### config.mk
export PLATFORM = sky130hd
export DESIGN_NAME = pdr_sqrt
export DESIGN_NICKNAME = d
export VERILOG_FILES = /design/src/pdr_pkg.sv /design/src/pdr_sqrt.sv
export SDC_FILE = /design/constraint.sdc
export NUM_CORES = 1
export LEC_CHECK = 0
export ABC_CLOCK_PERIOD_IN_PS = 3700
export BUFFER_PORTS_ARGS = -buffer_cell sky130_fd_sc_hd__buf_2
export CAP_MARGIN = 20
export CORE_ASPECT_RATIO = 0.5
export CORE_MARGIN = 3
export CORE_UTILIZATION = 63
export CTS_CLUSTER_SIZE = 16
export DETAILED_ROUTE_END_ITERATION = 6
export GPL_ROUTABILITY_DRIVEN = 0
export PLACE_DENSITY = 0.84
export SETUP_SLACK_MARGIN = 0.05
export SYNTH_ARGS = -nofsm -noshare
export SYNTH_HDL_FRONTEND = slang
export SYNTH_SLANG_ARGS = --single-unit
### constraint.sdc
create_clock -name clk -period 3.7 [get_ports clk]
set_clock_uncertainty 0.2 [all_clocks]
set_input_delay 0.37 -clock clk [delete_from_list [all_inputs] [get_ports clk]]
set_output_delay 0.37 -clock clk [all_outputs]
set_load 0.03 [all_outputs]
### src/pdr_pkg.sv
// Shared constants for the plane distance and ray hit block.
package pdr_pkg;

    localparam int WORD_W        = 32;
    localparam int NORM_W        = 18;
    localparam int FRAC_BITS_DEF = 16;
    // Sum of three squared 18 bit normals stays below 2^36.
    localparam int NN_W          = 2 * NORM_W;
    localparam int ROOT_W        = NN_W / 2;
    // Dot product of normal and direction: three 50 bit products.
    localparam int DEN_W         = 52;
    localparam int DMAG_W        = DEN_W - 1;
    // Quotient bits kept; a quotient at or above 2^Q_BITS saturates its own result (a parallel ray zeroes the hits).
    localparam int Q_BITS        = 33;
    localparam int FRONT_LAT     = 4;
    localparam int DIST_W        = 31;
    localparam int CFG_IDX_W     = 2;

    localparam logic [CFG_IDX_W-1:0] REG_NX     = 2'd0;
    localparam logic [CFG_IDX_W-1:0] REG_NY     = 2'd1;
    localparam logic [CFG_IDX_W-1:0] REG_NZ     = 2'd2;
    localparam logic [CFG_IDX_W-1:0] REG_OFFSET = 2'd3;

endpackage

### src/pdr_sqrt.sv
// Pipelined integer square root, one root bit per stage, with a carried sideband.
module pdr_sqrt import pdr_pkg::*; #(
    parameter int SBW = 1
) (
    input  logic              clk,
    input  logic              ce,
    input  logic [NN_W-1:0]   nn,
    input  logic [SBW-1:0]    sb_in,
    output logic [ROOT_W-1:0] root,
    output logic [SBW-1:0]    sb_out
);

    localparam int RW = ROOT_W + 3;

    logic [NN_W-1:0]   x_reg  [ROOT_W];
    logic [RW-1:0]     r_reg  [ROOT_W];
    logic [ROOT_W-1:0] q_reg  [ROOT_W];
    logic [SBW-1:0]    sb_reg [ROOT_W];

    for (genvar k = 0; k < ROOT_W; k++)
    begin : g_stage
        logic [NN_W-1:0]   x_prev;
        logic [RW-1:0]     r_prev;
        logic [ROOT_W-1:0] q_prev;
        logic [SBW-1:0]    sb_prev;
        logic [RW-1:0]     rs;
        logic [RW-1:0]     trial;
        logic              ge;

        if (k == 0)
        begin : g_first
            assign x_prev  = nn;
            assign r_prev  = '0;
            assign q_prev  = '0;
            assign sb_prev = sb_in;
        end
        else
        begin : g_rest
            assign x_prev  = x_reg[k-1];
            assign r_prev  = r_reg[k-1];
            assign q_prev  = q_reg[k-1];
            assign sb_prev = sb_reg[k-1];
        end

        // bring down the next two bits and try root*4+1
        assign rs    = {r_prev[RW-3:0], x_prev[NN_W-1 -: 2]};
        assign trial = RW'({q_prev, 2'b01});
        assign ge    = (rs >= trial);

        always_ff @(posedge clk)
        begin
            if (ce)
            begin
                x_reg[k]  <= x_prev << 2;
                r_reg[k]  <= ge ? rs - trial : rs;
                q_reg[k]  <= {q_prev[ROOT_W-2:0], ge};
                sb_reg[k] <= sb_prev;
            end
        end
    end

    assign root   = q_reg[ROOT_W-1];
    assign sb_out = sb_reg[ROOT_W-1];

endmodule

==> results of run 1 <==
## layout by cell type (no fill, tap or decap), types with 69 or more instances in the layout
cell,count
edfxtp_1,796
nand2_1,134
ha_1,190
nor2_1,181
nor3_1,72
xor2_1,107
inv_1,238
clkbuf_16,69
xnor2_1,113
o21ai_0,124
a21oi_1,154
## power by group
part | switching [mW] | internal, mW | leakage (nW)
registers | 0.539 | 11.2 | 7.63
logic | 2.15 | 1.70 | 7.04
clock network | 3.21 | 3.60 | 1.01
## logic make-up after synthesis
logic type,share of synthesized area [%]
compound gates,9.551
xor+xnor,5.206
fa+ha+maj,6.423
buf+inv,3.083
flops,64.59
mux,1.525
other cells,0.01013
simple gates,9.615
## worst max-delay path, stage by stage (launching register included)
cell,delay (ps)
edfxtp_1,390
ha_1,250
or4_1,580
nor3_1,260
o31a_1,220
o211a_1,500
inv_2,290
o211a_1,230
nor3_1,230
## metal layers
layer,global-route usage (%),share of wire (%),vias up,wire (um)
met5,0,0,-,0
met4,8.374,3.6,0,2294
met3,3.308,4.7,175,3030
met2,38.50,52,732,33500
met1,23.85,39,10580,25090
li1,-,-,10690,-
## metrics by stage
stage               hold WS, ps  worst slack [ps]  area, um^2  cells
finish                    8.419             349.9       40900   3741
global placement          200.2             613.0       38430   3581
global route              14.12             196.4       40900   3741
detailed placement        204.5             501.1       38430   3581
CTS                       1.724             424.2       40890   3740
floorplan                 200.3             890.5       37010   2774
## layout make-up
cell class / count / area [um^2]
tap: 768 / 960.9
clock inverter: 41 / 307.8
fill: 3586 / 16820
multi-input combinational: 1685 / 12000
sequential: 796 / 23900
clock buffer: 80 / 1768
inverter: 243 / 912.1
timing repair buffer: 128 / 1049
## worst max path at each step
stage / end / slack, ps / depth (start not counted) / from
finish: r_reg[12][6] / 350 / 8 / r_reg[11][11]
global route: r_reg[12][6] / 200 / 9 / q_reg[11][11]
CTS: r_reg[12][6] / 420 / 8 / r_reg[11][11]
detailed placement: r_reg[12][11] / 500 / 7 / r_reg[11][11]
global placement: r_reg[12][11] / 610 / 7 / r_reg[11][11]
floorplan: r_reg[13][10] / 890 / 8 / r_reg[12][0]
## repair_timing
action	4_1_cts	5_1_grt
hold buffers	38	0
buffers inserted	0	0
hold endpoints to repair	38	0
==> run_results.csv, run 1 <==
group,metric,value,unit
sta,maxSlewViolCount,0,
sta,fin_crit,3350,ps
synthesis,ys_seq_area_share,64.59,%
clock_tree,clockBufferDepth,3,
sta,hold_viol_final,0,
worst_hold_path,min_to,"r_reg[0][19]",
setup_path,crit_type,"flop to flop",
power_and_ir_drop,ir_drop,333.7,uV
synthesis,ys_types,91,
sta,setup_violations,0,
synthesis,ys_warn_count,0,
sta,rsz0062_at_grt,"no",
synthesis,synthArstFlopShare,0,%
setup_path,critPathMaxFanout,19,
drt,antenna_left,0,
global_routing,grt_max_degree,113,
place,portBuffers,57,
clock_tree,clk_latency,610,ps
worst_hold_path,hold_class,"input pin to flop",
cells_and_area,drive_above_1_share,9.082,%
drt,drc,6,
sta,max_freq,298.5,MHz
drt,wl_per_cell,17.09,um
worst_hold_path,hold_start,"ce",
drt,routed_wl,63920,um
clock_tree,clk_pin_slew,70,ps
run,maxCapViolCount,0,
die,rows,62,
global_routing,grt_pass1_vias,22090,
power_and_ir_drop,total_power,22.36,mW
global_routing,grt_pass1_wl,104500,um
sta,relSlewSlack,29.53,%
clock_tree,cts_made_buffers,69,
synthesis,yosys.area.top_type_share,64.59,%
die,die_h,177.4,um
synthesis,synthesis.area,37010,um^2
power_and_ir_drop,p_per_area,546.8,nW/um^2
setup_path,arrival,3570,ps
clock_tree,postCtsResizedCells,0,
sta,fin_crit_sh,90.54,%
clock_tree,cts.sinks,796,
cells_and_area,antennaDiodeCount,0,
synthesis,synth_edf_count,796,
setup_path,regToRegStartpoint,"r_reg[11][11]",
synthesis,synth_area_leaders,"edfxtp_1 65%, ha_1 6.4%, xnor2_1 2.7%, xor2_1 2.5%, inv_1 2.4%",
global_routing,grt_overflow,0,
synthesis,synth_top_cell_by_area,"edfxtp_1",
setup_path,rr_endpoint,"r_reg[12][6]",
setup_path,worst_setup_path_end_kind,"flop",
clock_tree,cts_root_buffer,"clkbuf_16",
die,core_area,57720,um^2
clock_tree,cts_tree,"built",
die,initial_core_util,64.12,%
worst_hold_path,hold_path_depth,1,
synthesis,ys_seq_elements,796,
die,die_w,348.8,um
synthesis,syn-num-nets,3003,
setup_path,r2r_slack,350,ps
drt,num_vias,22180,
power_and_ir_drop,p_leak,15.68,nW
sta,tns,0,ps
setup_path,rr_worst_depth,8,
place,post-dp-hpwl,42740,um
clock_tree,cts.htree.levels,3,
cells_and_area,post-route-util,70.86,%
cells_and_area,nets,3152,
synthesis,syn_inst,2774,
drt,first_pass_iters,7,
setup_path,cp.required,3920,ps
synthesis,yosysMostFrequentCell,"edfxtp_1",
setup_path,worst_setup_path_start_kind,"flop",
status,violations,"design-rule violations",
cells_and_area,largest_reg_flops,306,
die,die_area,61870,um^2
global_routing,grt_usage,20.63,%
global_routing,antenna_found_initial,0,
synthesis,synthTopCellsByCount,"796 x edfxtp_1, 238 x inv_1, 190 x ha_1",
cells_and_area,syn_to_final_growth,10.50,%
drt,drt_iter0_drc,1876,
drt,avgViaCountPerCell,5.928,
sta,tightestPinTransition,1055,ps
synthesis,synth_flop_cell,"edfxtp_1",
status,status,"finished, violations left",
die,io_pins,58,
synthesis,synth_area_per_cell,13.34,um^2
Power figures use the tool's default switching activity.
==> run 2, diff against run 1 <==
- ABC_AREA: unset -> 1
- CORE_UTILIZATION: 63 -> 64
- PLACE_DENSITY: 0.84 -> 0.85
==> run 2 against run 1 <==
  * The flow finishes with violations (design-rule violations, negative hold slack)
  * Fmax increased by 20%
  * Design area increased by 10%
  * Combinational power increased by 17%
  * Critical path type unchanged
  * Worst setup slack improved by 550 ps
  * Final cell count increased by 42%
==> run_results.csv, run 2 <==
group,metric,value,unit
power_and_ir_drop,total_power,23.71,mW
die,die_w,363.9,um
power_and_ir_drop,p_per_area,526.7,nW/um^2
sta,rsz0062_at_grt,"no",
clock_tree,clk_latency,610,ps
place,dp.cells,5152,
cells_and_area,drive_above_1_share,6.303,%
power_and_ir_drop,netSwitchingFraction,28.41,%
die,core_area,62220,um^2
drt,drt_iter0_drc,3240,
setup_path,slowest_stage,"and2_1",
sta,max_freq,356.8,MHz
synthesis,yosys.area_share.simple,21.63,%
clock_tree,cts-hold-fix-buffers,38,
setup_path,worst_setup_path_end_kind,"flop",
sta,fin_crit_sh,75.75,%
sta,relSlewSlack,51.11,%
global_routing,antenna_found_initial,0,
setup_path,crit_type,"flop to flop",
drt,num_vias,30110,
setup_path,cp.required,3860,ps
power_and_ir_drop,seq_power_share,49.0,%
clock_tree,clk_pin_slew,70,ps
worst_hold_path,hold_class,"input pin to flop",
clock_tree,cts_setup_buffers,0,
synthesis,synth_flop_cell,"edfxtp_1",
clock_tree,cts.sinks,796,
power_and_ir_drop,p_leak,20.12,nW
setup_path,critPathBufInv,1,
global_routing,grt_max_degree,85,
power_and_ir_drop,p_clk_share,32.1,%
synthesis,syn-num-nets,4513,
synthesis,synthMuxAreaShare,0,%
clock_tree,postCtsResizedCells,0,
cells_and_area,fin_cells,5315,
cells_and_area,syn_to_final_growth,9.800,%
synthesis,synth_top_family_by_area,"simple AND/OR/NAND/NOR gates",
synthesis,synth_area_per_cell,9.569,um^2
place,portBuffers,57,
setup_path,critPathTopFamily,"simple AND/OR/NAND/NOR gates",
sta,maxSlewViolCount,0,
place,post-dp-hpwl,60270,um
die,die_h,185.0,um
status,status,"finished, violations left",
global_routing,grt_usage,26.13,%
drt,first_pass_iters,7,
sta,tns,0,ps
power_and_ir_drop,p_comb_share,18.9,%
cells_and_area,largest_reg_flops,306,
synthesis,ys_seq_elements,796,
synthesis,synthesis.area,40990,um^2
synthesis,yosysMostFrequentCell,"nand2_1",
synthesis,synth_compound_area_share,4.706,%
global_routing,grt_pass1_vias,29790,
clock_tree,cts_root_buffer,"clkbuf_16",
run,maxCapViolCount,0,
drt,antenna_left,0,
synthesis,synth_edf_count,796,
sta,tightestPinTransition,733.3,ps
sta,holdWs,-4.629,ps
die,rows,64,
cells_and_area,final.fill_count,4048,
setup_path,path_cells,"ha_1 > a21oi_1 > nand2_1 > nor2_1 > ha_1 > and2_1 > inv_1 > nand2_1 > nand2_1",
place,dpl_cell_area,42260,um^2
synthesis,synth_area_leaders,"edfxtp_1 58%, nand2_1 12%, inv_1 6.0%, ha_1 5.8%, nor2_1 3.3%",
setup_path,worst_setup_path_start_kind,"flop",
setup_path,arrival,2970,ps
sta,hold_viol_final,1,
synthesis,syn_inst,4284,
synthesis,synth_xor_area_share,2.671,%
cells_and_area,post-route-util,72.34,%
setup_path,cpMostUsedCell,"nand2_1",
global_routing,grt_overflow,0,
global_routing,grt_pass1_wl,142600,um
die,initial_core_util,65.89,%
synthesis,ys_warn_count,0,
power_and_ir_drop,switchingPower,6.734,mW
synthesis,yosys.area.top_type_share,58.31,%
cells_and_area,nets,4667,
setup_path,critPathMaxStageDelay,420,ps
power_and_ir_drop,p_int,16.97,mW
sta,fin_crit,2803,ps
die,die_area,67310,um^2
drt,wl_per_cell,16.31,um
drt,routed_wl,86680,um
clock_tree,cts_made_buffers,71,
clock_tree,cts_tree,"built",
drt,avgViaCountPerCell,5.666,
synthesis,ys_types,50,
synthesis,ys_seq_area_share,58.31,%
power_and_ir_drop,ir_drop,441.3,uV
clock_tree,cts.htree.levels,3,
clock_tree,clockBufferDepth,3,
cells_and_area,antennaDiodeCount,0,
synthesis,synth_adder_area_share,5.799,%
cells_and_area,final_common_cell,"nand2_1",
cells_and_area,fin_area,45010,um^2
synthesis,synthArstFlopShare,0,%
setup_path,critPathMaxFanout,13,
cells_and_area,mostFrequentLayoutCells,"1354 x nand2_1, 796 x edfxtp_1, 654 x inv_1",
synthesis,synthTopCellsByCount,"1354 x nand2_1, 796 x edfxtp_1, 654 x inv_1",
status,violations,"design-rule violations, negative hold slack",
synthesis,synth_top_cell_by_area,"edfxtp_1",
drt,drc,1,
sta,setup_violations,0,
die,io_pins,58,
[run 2: cell count changes in the layout (fill, tap and decap cells not counted), sizes merged, moves of 39 or more]
cell   change
inv      +424
nor2     +197
nand2   +1237
mux2      -43
nand3    +199
nor3      -39
xnor2     -65
[run 2: layer usage]
layer  track usage (%)  wire length, um  share of wire [%]
met3             4.192             5776                6.7
met2             47.06            43780                 51
met5                 0                0                  0
met4             14.38             5031                5.8
met1             30.18            32090                 37
[run 2: final timing paths]
path                                    start            end  slack (ps)  cells past startpoint
worst min register to register  x_reg[11][28]  x_reg[12][30]         210                      0
worst max-delay path              r_reg[0][0]    r_reg[1][5]         900                      9
worst max register to register    r_reg[0][0]    r_reg[1][5]         900                      9
worst min-delay path                       ce   x_reg[0][33]          -5                      1
[run 2: metrics by stage]
step                      worst slack (ps)  hold WS (ps)
after global routing                 745.2         44.52
final                                897.3        -4.629
after global placement                1161         200.0
after floorplan                       1483         200.3
after CTS                            980.7         42.33
after detailed placement              1026         204.5
[run 2: power groups by stage]
| stage | combinational [mW] | sequential [mW] | clock, mW |
|---|---|---|---|
| 6_report | 4.48 | 11.6 | 7.61 |
| 5_1_grt | 5.06 | 11.7 | 8.10 |
| 4_1_cts | 4.37 | 11.6 | 7.72 |
| 3_5_place_dp | 4.28 | 11.8 | 0 |
| 3_3_place_gp | 4.09 | 11.7 | 0 |
| 2_1_floorplan | 3.21 | 11.6 | 0 |
[run 2: cells by family (layout without fill, tap and decap cells)]
family,after synthesis,in the layout
AND/OR/NAND/NOR,2128,2128
AO/OA/AOI/OAI,341,341
XOR/XNOR,125,125
buffers and inverters,703,909
other,1,1
adder cells (fa/ha/maj),190,190
flip-flops,796,796
[run 2: final cells by class]
cell class | instances | area (um^2) | area share [%]
clock inverter | 41 | 481.7 | 1.070
tap | 825 | 1032 | 2.293
clock buffer | 84 | 1889 | 4.197
timing repair buffer | 116 | 920.9 | 2.046
sequential | 796 | 23900 | 53.10
inverter | 668 | 2512 | 5.582
multi-input combinational | 2785 | 14270 | 31.71
[run 2: worst reg2reg max path: stages (launching register included)]
cell,delay (ps)
edfxtp_1,410
ha_1,350
a21oi_1,230
nand2_1,120
nor2_1,200
ha_1,180
and2_1,420
inv_1,240
nand2_1,140
nand2_1,60
